--- config.mk ---
export PLATFORM = sky130hd
export DESIGN_NAME = signed_integer_to_radix_text
export DESIGN_NICKNAME = d
export VERILOG_FILES = /design/src/rtl/sirt_pkg.sv /design/src/rtl/sirt_front.sv /design/src/rtl/sirt_queue.sv /design/src/rtl/sirt_back.sv /design/src/rtl/signed_integer_to_radix_text.sv
export SDC_FILE = /design/constraint.sdc
export NUM_CORES = 2
export LEC_CHECK = 0
export ABC_AREA = 1
export BUFFER_PORTS_ARGS = -buffer_cell sky130_fd_sc_hd__buf_2
export CAP_MARGIN = 40
export CELL_PAD_IN_SITES_DETAIL_PLACEMENT = 0
export CELL_PAD_IN_SITES_GLOBAL_PLACEMENT = 1
export CORE_MARGIN = 3
export CORE_UTILIZATION = 30
export DETAILED_ROUTE_END_ITERATION = 8
export PLACE_DENSITY_LB_ADDON = 0.15
export SETUP_SLACK_MARGIN = 0.05
export SYNTH_ARGS = -nofsm -noshare
export SYNTH_HDL_FRONTEND = slang
export SYNTH_SLANG_ARGS = --single-unit
export TNS_END_PERCENT = 10
--- constraint.sdc ---
create_clock -name clk -period 13.6 [get_ports clk]
set_input_delay 2.04 -clock clk [delete_from_list [all_inputs] [get_ports clk]]
set_output_delay 2.04 -clock clk [all_outputs]
set_load 0.05 [all_outputs]
--- src/rtl/sirt_pkg.sv ---
`timescale 1ns / 1ps
// ----------------------------------------------------------------------------
// sirt_pkg: shared types and constants for the radix text converter
// Symbol table layout, queue entry format, character codes and the
// reciprocal table used by the digit step.
// ----------------------------------------------------------------------------
package sirt_pkg;

  localparam int MAX_SYMBOLS = 16;
  localparam int NUM_W       = 32;
  localparam int RADIX_W     = 5;
  localparam int DIGIT_W     = 4;
  localparam int MAX_DIGITS  = 32;
  localparam int NDIG_W      = 6;

  localparam logic [7:0] CHAR_PLUS  = 8'h2B;
  localparam logic [7:0] CHAR_MINUS = 8'h2D;

  // config register indexes
  localparam logic [1:0] REG_SYM_LOW  = 2'd0;
  localparam logic [1:0] REG_SYM_HIGH = 2'd1;
  localparam logic [1:0] REG_RADIX    = 2'd2;

  localparam logic [63:0]        SYM_LOW_RESET  = 64'h3736_3534_3332_3130;
  localparam logic [63:0]        SYM_HIGH_RESET = 64'h0;
  localparam logic [RADIX_W-1:0] RADIX_RESET    = 5'd10;

  // entry 0 is the symbol for digit value 0
  typedef logic [MAX_SYMBOLS-1:0][7:0] sym_table_t;

  typedef struct packed {
    logic             ok;   // symbol set passed the check
    logic             neg;  // leading minus needed
    logic [NUM_W-1:0] mag;  // magnitude, 2^31 for the most negative value
  } item_t;

  // floor(2^32 / b); an underestimate of the quotient by at most one
  function automatic logic [NUM_W-1:0] radix_recip(input logic [RADIX_W-1:0] b);
    logic [NUM_W-1:0] r;
    unique case (b)
      5'd2:    r = 32'h8000_0000;
      5'd3:    r = 32'h5555_5555;
      5'd4:    r = 32'h4000_0000;
      5'd5:    r = 32'h3333_3333;
      5'd6:    r = 32'h2AAA_AAAA;
      5'd7:    r = 32'h2492_4924;
      5'd8:    r = 32'h2000_0000;
      5'd9:    r = 32'h1C71_C71C;
      5'd10:   r = 32'h1999_9999;
      5'd11:   r = 32'h1745_D174;
      5'd12:   r = 32'h1555_5555;
      5'd13:   r = 32'h13B1_3B13;
      5'd14:   r = 32'h1249_2492;
      5'd15:   r = 32'h1111_1111;
      5'd16:   r = 32'h1000_0000;
      default: r = '0;
    endcase
    return r;
  endfunction

endpackage

--- src/rtl/sirt_front.sv ---
`timescale 1ns / 1ps
// ----------------------------------------------------------------------------
// sirt_front: input side
// Takes the number, checks the symbol set and forms the magnitude.
// ----------------------------------------------------------------------------
module sirt_front (
  input  logic                          in_valid,
  output logic                          in_ready,
  input  logic signed [sirt_pkg::NUM_W-1:0] number,
  input  sirt_pkg::sym_table_t          symbols,
  input  logic [sirt_pkg::RADIX_W-1:0]  radix,
  input  logic                          q_full,
  output logic                          q_push,
  output sirt_pkg::item_t               q_entry
);
  import sirt_pkg::*;

  logic             bad;
  logic [NUM_W-1:0] raw;

  // radix range, sign symbols and a full pairwise check of the active symbols
  always_comb begin
    bad = (radix < RADIX_W'(2)) || (radix > RADIX_W'(MAX_SYMBOLS));
    for (int i = 0; i < MAX_SYMBOLS; i++) begin
      if (RADIX_W'(i) < radix) begin
        if (symbols[i] == CHAR_PLUS || symbols[i] == CHAR_MINUS) begin
          bad = 1'b1;
        end
        for (int j = 0; j < i; j++) begin
          if (symbols[j] == symbols[i]) begin
            bad = 1'b1;
          end
        end
      end
    end
  end

  assign raw      = NUM_W'(number);
  assign in_ready = !q_full;
  assign q_push   = in_valid && !q_full;

  // two's complement negate also covers the most negative value
  assign q_entry.ok  = !bad;
  assign q_entry.neg = raw[NUM_W-1];
  assign q_entry.mag = raw[NUM_W-1] ? (~raw + NUM_W'(1)) : raw;

endmodule

--- src/rtl/sirt_queue.sv ---
`timescale 1ns / 1ps
// ----------------------------------------------------------------------------
// sirt_queue: small FIFO between the front and back parts
// Register based, head is visible without a pop.
// ----------------------------------------------------------------------------
module sirt_queue #(
  parameter int DEPTH = 2
) (
  input  logic            clk,
  input  logic            rst,
  input  logic            push,
  input  sirt_pkg::item_t push_data,
  output logic            full,
  input  logic            pop,
  output logic            head_valid,
  output sirt_pkg::item_t head
);
  import sirt_pkg::*;

  localparam int PTR_W = (DEPTH > 1) ? $clog2(DEPTH) : 1;
  localparam int CNT_W = $clog2(DEPTH + 1);

  item_t            entries [DEPTH];
  logic [PTR_W-1:0] wr_ptr;
  logic [PTR_W-1:0] rd_ptr;
  logic [CNT_W-1:0] count;

  assign full       = (count == CNT_W'(DEPTH));
  assign head_valid = (count != '0);
  assign head       = entries[rd_ptr];

  always_ff @(posedge clk) begin
    if (rst) begin
      wr_ptr <= '0;
      rd_ptr <= '0;
      count  <= '0;
    end else begin
      if (push) begin
        wr_ptr <= (wr_ptr == PTR_W'(DEPTH - 1)) ? '0 : wr_ptr + PTR_W'(1);
      end
      if (pop) begin
        rd_ptr <= (rd_ptr == PTR_W'(DEPTH - 1)) ? '0 : rd_ptr + PTR_W'(1);
      end
      if (push && !pop) begin
        count <= count + CNT_W'(1);
      end else if (pop && !push) begin
        count <= count - CNT_W'(1);
      end
    end
  end

  always_ff @(posedge clk) begin
    if (push) begin
      entries[wr_ptr] <= push_data;
    end
  end

endmodule

--- src/rtl/sirt_back.sv ---
`timescale 1ns / 1ps
// ----------------------------------------------------------------------------
// sirt_back: digit engine and character output
// Reciprocal multiply plus one correction per digit, digits kept on a
// LIFO shift stack, then emitted most significant first.
// ----------------------------------------------------------------------------
module sirt_back (
  input  logic                         clk,
  input  logic                         rst,
  input  logic                         q_valid,
  input  sirt_pkg::item_t              q_head,
  output logic                         q_pop,
  input  sirt_pkg::sym_table_t         symbols,
  input  logic [sirt_pkg::RADIX_W-1:0] radix,
  output logic                         out_valid,
  input  logic                         out_ready,
  output logic [7:0]                   character,
  output logic                         symbols_ok,
  output logic                         last
);
  import sirt_pkg::*;

  localparam logic [2:0] ST_IDLE = 3'd0;
  localparam logic [2:0] ST_MUL  = 3'd1;
  localparam logic [2:0] ST_FIX  = 3'd2;
  localparam logic [2:0] ST_SIGN = 3'd3;
  localparam logic [2:0] ST_EMIT = 3'd4;
  localparam logic [2:0] ST_BAD  = 3'd5;

  localparam int STACK_W = MAX_DIGITS * DIGIT_W;

  logic [2:0]           state;
  logic [NDIG_W-1:0]    ndig;
  logic                 neg;
  logic [NUM_W-1:0]     mag;
  logic [NUM_W-1:0]     q0;
  logic [STACK_W-1:0]   digits;

  logic                 out_free;
  logic                 load_out;
  logic [2*NUM_W-1:0]   prod;
  logic [NUM_W-1:0]     qb;
  logic [NUM_W-1:0]     rem_full;
  logic [RADIX_W-1:0]   rem0;
  logic                 over;
  logic [NUM_W-1:0]     q_fix;
  logic [RADIX_W-1:0]   d_fix;

  assign out_free = !out_valid || out_ready;
  assign load_out = out_free &&
                    ((state == ST_SIGN) || (state == ST_EMIT) || (state == ST_BAD));
  assign q_pop    = (state == ST_IDLE) && q_valid;

  // quotient estimate, low by at most one
  assign prod     = mag * radix_recip(radix);
  assign qb       = q0 * NUM_W'(radix);
  assign rem_full = mag - qb;
  assign rem0     = rem_full[RADIX_W-1:0];  // below 2*radix
  assign over     = (rem0 >= radix);
  assign q_fix    = over ? (q0 + NUM_W'(1)) : q0;
  assign d_fix    = over ? (rem0 - radix) : rem0;

  always_ff @(posedge clk) begin
    if (rst) begin
      state     <= ST_IDLE;
      ndig      <= '0;
      out_valid <= 1'b0;
    end else begin
      if (load_out) begin
        out_valid <= 1'b1;
      end else if (out_ready) begin
        out_valid <= 1'b0;
      end
      unique case (state)
        ST_IDLE: begin
          if (q_valid) begin
            ndig  <= '0;
            state <= q_head.ok ? ST_MUL : ST_BAD;
          end
        end
        ST_MUL: begin
          state <= ST_FIX;
        end
        ST_FIX: begin
          ndig <= ndig + NDIG_W'(1);
          if (q_fix != '0) begin
            state <= ST_MUL;
          end else begin
            state <= neg ? ST_SIGN : ST_EMIT;
          end
        end
        ST_SIGN: begin
          if (out_free) begin
            state <= ST_EMIT;
          end
        end
        ST_EMIT: begin
          if (out_free) begin
            ndig <= ndig - NDIG_W'(1);
            if (ndig == NDIG_W'(1)) begin
              state <= ST_IDLE;
            end
          end
        end
        ST_BAD: begin
          if (out_free) begin
            state <= ST_IDLE;
          end
        end
        default: begin
          state <= ST_IDLE;
        end
      endcase
    end
  end

  // datapath, no reset needed
  always_ff @(posedge clk) begin
    unique case (state)
      ST_IDLE: begin
        if (q_valid) begin
          mag <= q_head.mag;
          neg <= q_head.neg;
        end
      end
      ST_MUL: begin
        q0 <= prod[2*NUM_W-1:NUM_W];
      end
      ST_FIX: begin
        mag    <= q_fix;
        digits <= {digits[STACK_W-DIGIT_W-1:0], d_fix[DIGIT_W-1:0]};
      end
      ST_SIGN: begin
        if (out_free) begin
          character  <= CHAR_MINUS;
          symbols_ok <= 1'b1;
          last       <= 1'b0;
        end
      end
      ST_EMIT: begin
        if (out_free) begin
          character  <= symbols[digits[DIGIT_W-1:0]];
          symbols_ok <= 1'b1;
          last       <= (ndig == NDIG_W'(1));
          digits     <= {{DIGIT_W{1'b0}}, digits[STACK_W-1:DIGIT_W]};
        end
      end
      ST_BAD: begin
        if (out_free) begin
          character  <= 8'h00;
          symbols_ok <= 1'b0;
          last       <= 1'b1;
        end
      end
      default: begin
        mag <= mag;
      end
    endcase
  end

endmodule

--- src/rtl/signed_integer_to_radix_text.sv ---
`timescale 1ns / 1ps
// ----------------------------------------------------------------------------
// signed_integer_to_radix_text: signed integer to text in a set radix
// Writes a 32-bit signed number as characters, most significant first.
// ----------------------------------------------------------------------------
// Usage:
//  - Input channel (in_valid/in_ready, number): one transfer per number.
//  - Output channel (out_valid/out_ready, character, symbols_ok, last):
//    one transfer per character; last marks the end of a number's text.
//  - cfg_we/cfg_index/cfg_data write the symbol table (index 0, 1) and
//    the radix (index 2); write only while the block is idle.
//  - The symbol set is checked per number; a bad set (radix outside 2..16,
//    a '+' or '-' symbol, or a repeated symbol) gives one transfer with
//    character 0, symbols_ok 0 and last 1.
//  - Each digit in the back part is a 32x32 multiply by the reciprocal of
//    the radix (state MUL), then a one-step quotient correction (state FIX).
//  - A two-entry queue between front and back accepts numbers until it is
//    full while the back part works or the output is stalled.
//  - Reset (rst, synchronous) empties the queue, drops any pending
//    output and restores the low table "01234567", a zero high word and radix 10.
// ----------------------------------------------------------------------------
module signed_integer_to_radix_text (
  input  logic                             clk,
  input  logic                             rst,
  input  logic                             cfg_we,
  input  logic [1:0]                       cfg_index,
  input  logic [63:0]                      cfg_data,
  input  logic                             in_valid,
  output logic                             in_ready,
  input  logic signed [sirt_pkg::NUM_W-1:0] number,
  output logic                             out_valid,
  input  logic                             out_ready,
  output logic [7:0]                       character,
  output logic                             symbols_ok,
  output logic                             last
);
  import sirt_pkg::*;

  logic [63:0]        sym_low;
  logic [63:0]        sym_high;
  logic [RADIX_W-1:0] radix;
  sym_table_t         symbols;

  logic  q_full;
  logic  q_push;
  item_t q_in;
  logic  q_pop;
  logic  q_valid;
  item_t q_head;

  // config registers; index 3 is ignored
  always_ff @(posedge clk) begin
    if (rst) begin
      sym_low  <= SYM_LOW_RESET;
      sym_high <= SYM_HIGH_RESET;
      radix    <= RADIX_RESET;
    end else if (cfg_we) begin
      unique case (cfg_index)
        REG_SYM_LOW:  sym_low  <= cfg_data;
        REG_SYM_HIGH: sym_high <= cfg_data;
        REG_RADIX:    radix    <= cfg_data[RADIX_W-1:0];
        default:      radix    <= radix;
      endcase
    end
  end

  assign symbols = {sym_high, sym_low};

  // front: accept and classify
  sirt_front u_front (
    .in_valid (in_valid),
    .in_ready (in_ready),
    .number   (number),
    .symbols  (symbols),
    .radix    (radix),
    .q_full   (q_full),
    .q_push   (q_push),
    .q_entry  (q_in)
  );

  sirt_queue #(
    .DEPTH (2)
  ) u_queue (
    .clk        (clk),
    .rst        (rst),
    .push       (q_push),
    .push_data  (q_in),
    .full       (q_full),
    .pop        (q_pop),
    .head_valid (q_valid),
    .head       (q_head)
  );

  // back: digit generation and character output
  sirt_back u_back (
    .clk        (clk),
    .rst        (rst),
    .q_valid    (q_valid),
    .q_head     (q_head),
    .q_pop      (q_pop),
    .symbols    (symbols),
    .radix      (radix),
    .out_valid  (out_valid),
    .out_ready  (out_ready),
    .character  (character),
    .symbols_ok (symbols_ok),
    .last       (last)
  );

endmodule

==> results.md <==
* Hold depth at 1
* Reg2reg end: u_back.q0[20]$_DFFE_PP_
* Die Area at 226,000 sq um
* WP data required at 13.98 ns
* Layout cell share with drive strength beyond 1 at 6.31%
* Die Wd at 475 microns
* Gr ovfl total at 0
* Clock slew at reported path FFs at 0.06 ns
* Leading cell types in the layout, fill and taps excluded: nand2_1 (2,357), inv_1 (1,680), fa_1 (899)
* Slew HR at 35.5%
* Max H-tree Level at 2
* All-Layer GR Usage at 27.7%
* Fin. Hold Viols at 0
* Setup TNS at 0 ns
* Max-Cap Viols at 0
* # rows at 171
* Period utilization at 60.7%
* Distinct cells, synth at 58
* Post-synthesis register bit count at 441
* Skew final at 0.0522 ns
* Initial Utilization at 30.3%
* Drt first pass iters at 6
* Most used cell, CP: fa_1
* Postcts setup bufs at 0
* Routed Antenna Nets at 0
* GPL Wtd Cong at 0.959
* Sequential fraction of the synthesis area at 17.5%
* Slowest CP cell: fa_1
* Die H at 475 microns
* Max-slew violations at 0
* Via count at 59,800
* TritonCTS Buffers at 55
* Vias in the first global route at 60,300
* CP max stage delay at 0.69 ns
* R2R depth at 25
* First-pass GRT wire length at 450,000 microns
* Vias per std cell at 5.20
* Core area at 218,000 sq um
* Synth async-reset ratio at 0%
* CP Class: flip-flop to flip-flop
* Final core occ at 33.0%
* Detailed Route WL at 315,000 microns
* TritonCTS clock tree: yes
* Status: completed
* Hold/Removal Path Class: flip-flop to flip-flop
* Main synth FF type: edfxtp_1
* Crit path arrival time at 8.63 ns
* Largest net degree at the start of global routing at 84
* Most common cell after layout, fill and taps aside: nand2_1
* Post-DP HPWL at 228,000 microns
* CTS Buffer Depth at 3
* Latest clock arrival within the worst-skew pair at 0.72 ns
* Post_cts resized at 0
* Worst-Margin Slew at 0.967 ns
* FILL cells at 23,300
* Initial antenna violation count at 16
* RSZ-0062 raised after global routing: no
* # IOs at 115
* Worst setup SP type: flip-flop
* Top achievable clock speed at 0.121 GHz
* Hold_sp: u_queue.rd_ptr$_SDFFE_PP0P_
* Crit. End Element: flip-flop
* Number of flops mapped to enable cells by yosys at 271
* DR iter-0 viols at 6,487
* Clock root buffer: clkbuf_16
* Clock sink count at 441
* DR DRC count at 0
* # nets final at 9,877
* Routed wire per std cell at 27.4 microns
* Post-CTS Hold Fix Bufs at 0
* Top fanout value on the critical path at 24
* Synth Instances at 8,745
* R2R Setup Slk at 5.35 ns
* Setup violators final at 0
* Layout area overhead at 8.83%
* IO buf count at 114
* Syn Std Cell Area at 66,000 sq um
* Tmin final at 8.25 ns
* Syn Area/Cell at 7.55 sq um
* Yosys warning total at 0
* Syn Nets at 10,000
* Hold Worst Slack at 0.454 ns
cells in the mapped netlist, drive strengths merged (2+ instances only):
master | number | area share (%)
nand2 | 2367 | 14
inv | 1686 | 9.6
fa | 899 | 27
nor2 | 411 | 2.5
a21oi | 364 | 2.8
clkbuf | 327 | 1.9
o21ai | 316 | 2.4
xor2 | 287 | 3.8
ha | 282 | 5.3
xnor2 | 277 | 3.7
edfxtp | 271 | 12
buf | 244 | 1.8
nand4 | 211 | 2.0
dfxtp | 170 | 5.2
nand3 | 152 | 1.2
nor3 | 128 | 1.0
nor4 | 74 | 0.70
o2111ai | 57 | 0.76
a31oi | 44 | 0.42
o211ai | 42 | 0.48
clkinv | 23 | 0.13
o31ai | 17 | 0.19
o22ai | 15 | 0.14
mux2i | 12 | 0.18
o21a | 10 | 0.11
o221ai | 10 | 0.13
a2111oi | 5 | 0.066
a211oi | 4 | 0.045
a21boi | 4 | 0.045
a21o | 4 | 0.045
a221oi | 4 | 0.053
a41oi | 4 | 0.053
o21bai | 4 | 0.045
nand3b | 3 | 0.034
o311ai | 3 | 0.040
or2 | 3 | 0.028
nor4b | 2 | 0.027
o41ai | 2 | 0.027
how the worst max path moves through the flow:
| stage | from | end | slack, ns | depth (start not counted) |
|---|---|---|---|---|
| after CTS | flip-flop | u_back.q0[4]$_DFFE_PP_ | 5.36 | 26 |
| final | flip-flop | u_back.q0[20]$_DFFE_PP_ | 5.35 | 25 |
| after global placement | u_back.mag[18]$_DFFE_PP_ | u_back.q0[4]$_DFFE_PP_ | 5.08 | 25 |
| after global routing | flip-flop | u_back.q0[4]$_DFFE_PP_ | 4.91 | 24 |
| after floorplan | out_ready | u_back.digits[0]$_DFFE_PP_ | 1.72 | 2 |
| after detailed placement | flip-flop | u_back.q0[4]$_DFFE_PP_ | 5.45 | 26 |
cells by family after synthesis:
family	share of synthesized area [%]
AOI/OAI and AO/OA	7.94
xor gates and xnor gates	7.48
adders and majority gates	32.6
buffers and inverters	13.4
DFF	17.5
muxes	0.182
and+or+nand+nor	21.0
registers in the layout (all words and copies together), names as in the netlist, 6 cells and up, named ones only:
name	cells
u_back.digits	128
u_queue.entries	68
sym_high	64
sym_low	64
u_back.mag	32
u_back.q0	32
u_back.character	8
u_back.ndig	6
cell type report:
class	count	area, sq um	area share [%]
antenna	1	2.50	0.00348
clock buffer	61	1460	2.03
clock inverter	41	339	0.472
inverter	1709	6420	8.93
multi-input combinational	6024	45700	63.6
sequential	441	11600	16.1
tap	2854	3570	4.97
timing repair buffer	362	2780	3.87
metrics by stage:
stage               setup slack (ns)  std cells  cell area [sq um]
floorplan                       1.72       8745              66000
global placement                5.08      11400              69500
detailed placement              5.45      11400              70100
CTS                             5.36      11500              71900
global route                    4.91      11500              71900
finish                          5.35      11500              71900
per-layer routing:
layer  GRT usage (%)  part of all wire, %  vias up
met2            40.4                   41     2914
met5               0                0.010        -
met1            40.2                   46    29900
met4            9.96                  4.3        6
li1                -                    -    26400
met3            5.88                  9.1      582
worst max-delay path: cells and delay by family (launching register included):
kind,cells,cell delay [ns]
fa+ha+maj,9,4.63
simple gates,2,0.46
compound gates,5,1.18
xor+xnor,1,0.16
flops,1,0.51
buf+inv,8,0.95
Power is left out: the tool's default activity adds up to more than one toggle a clock period on the data nets, which glitch-free logic cannot reach.
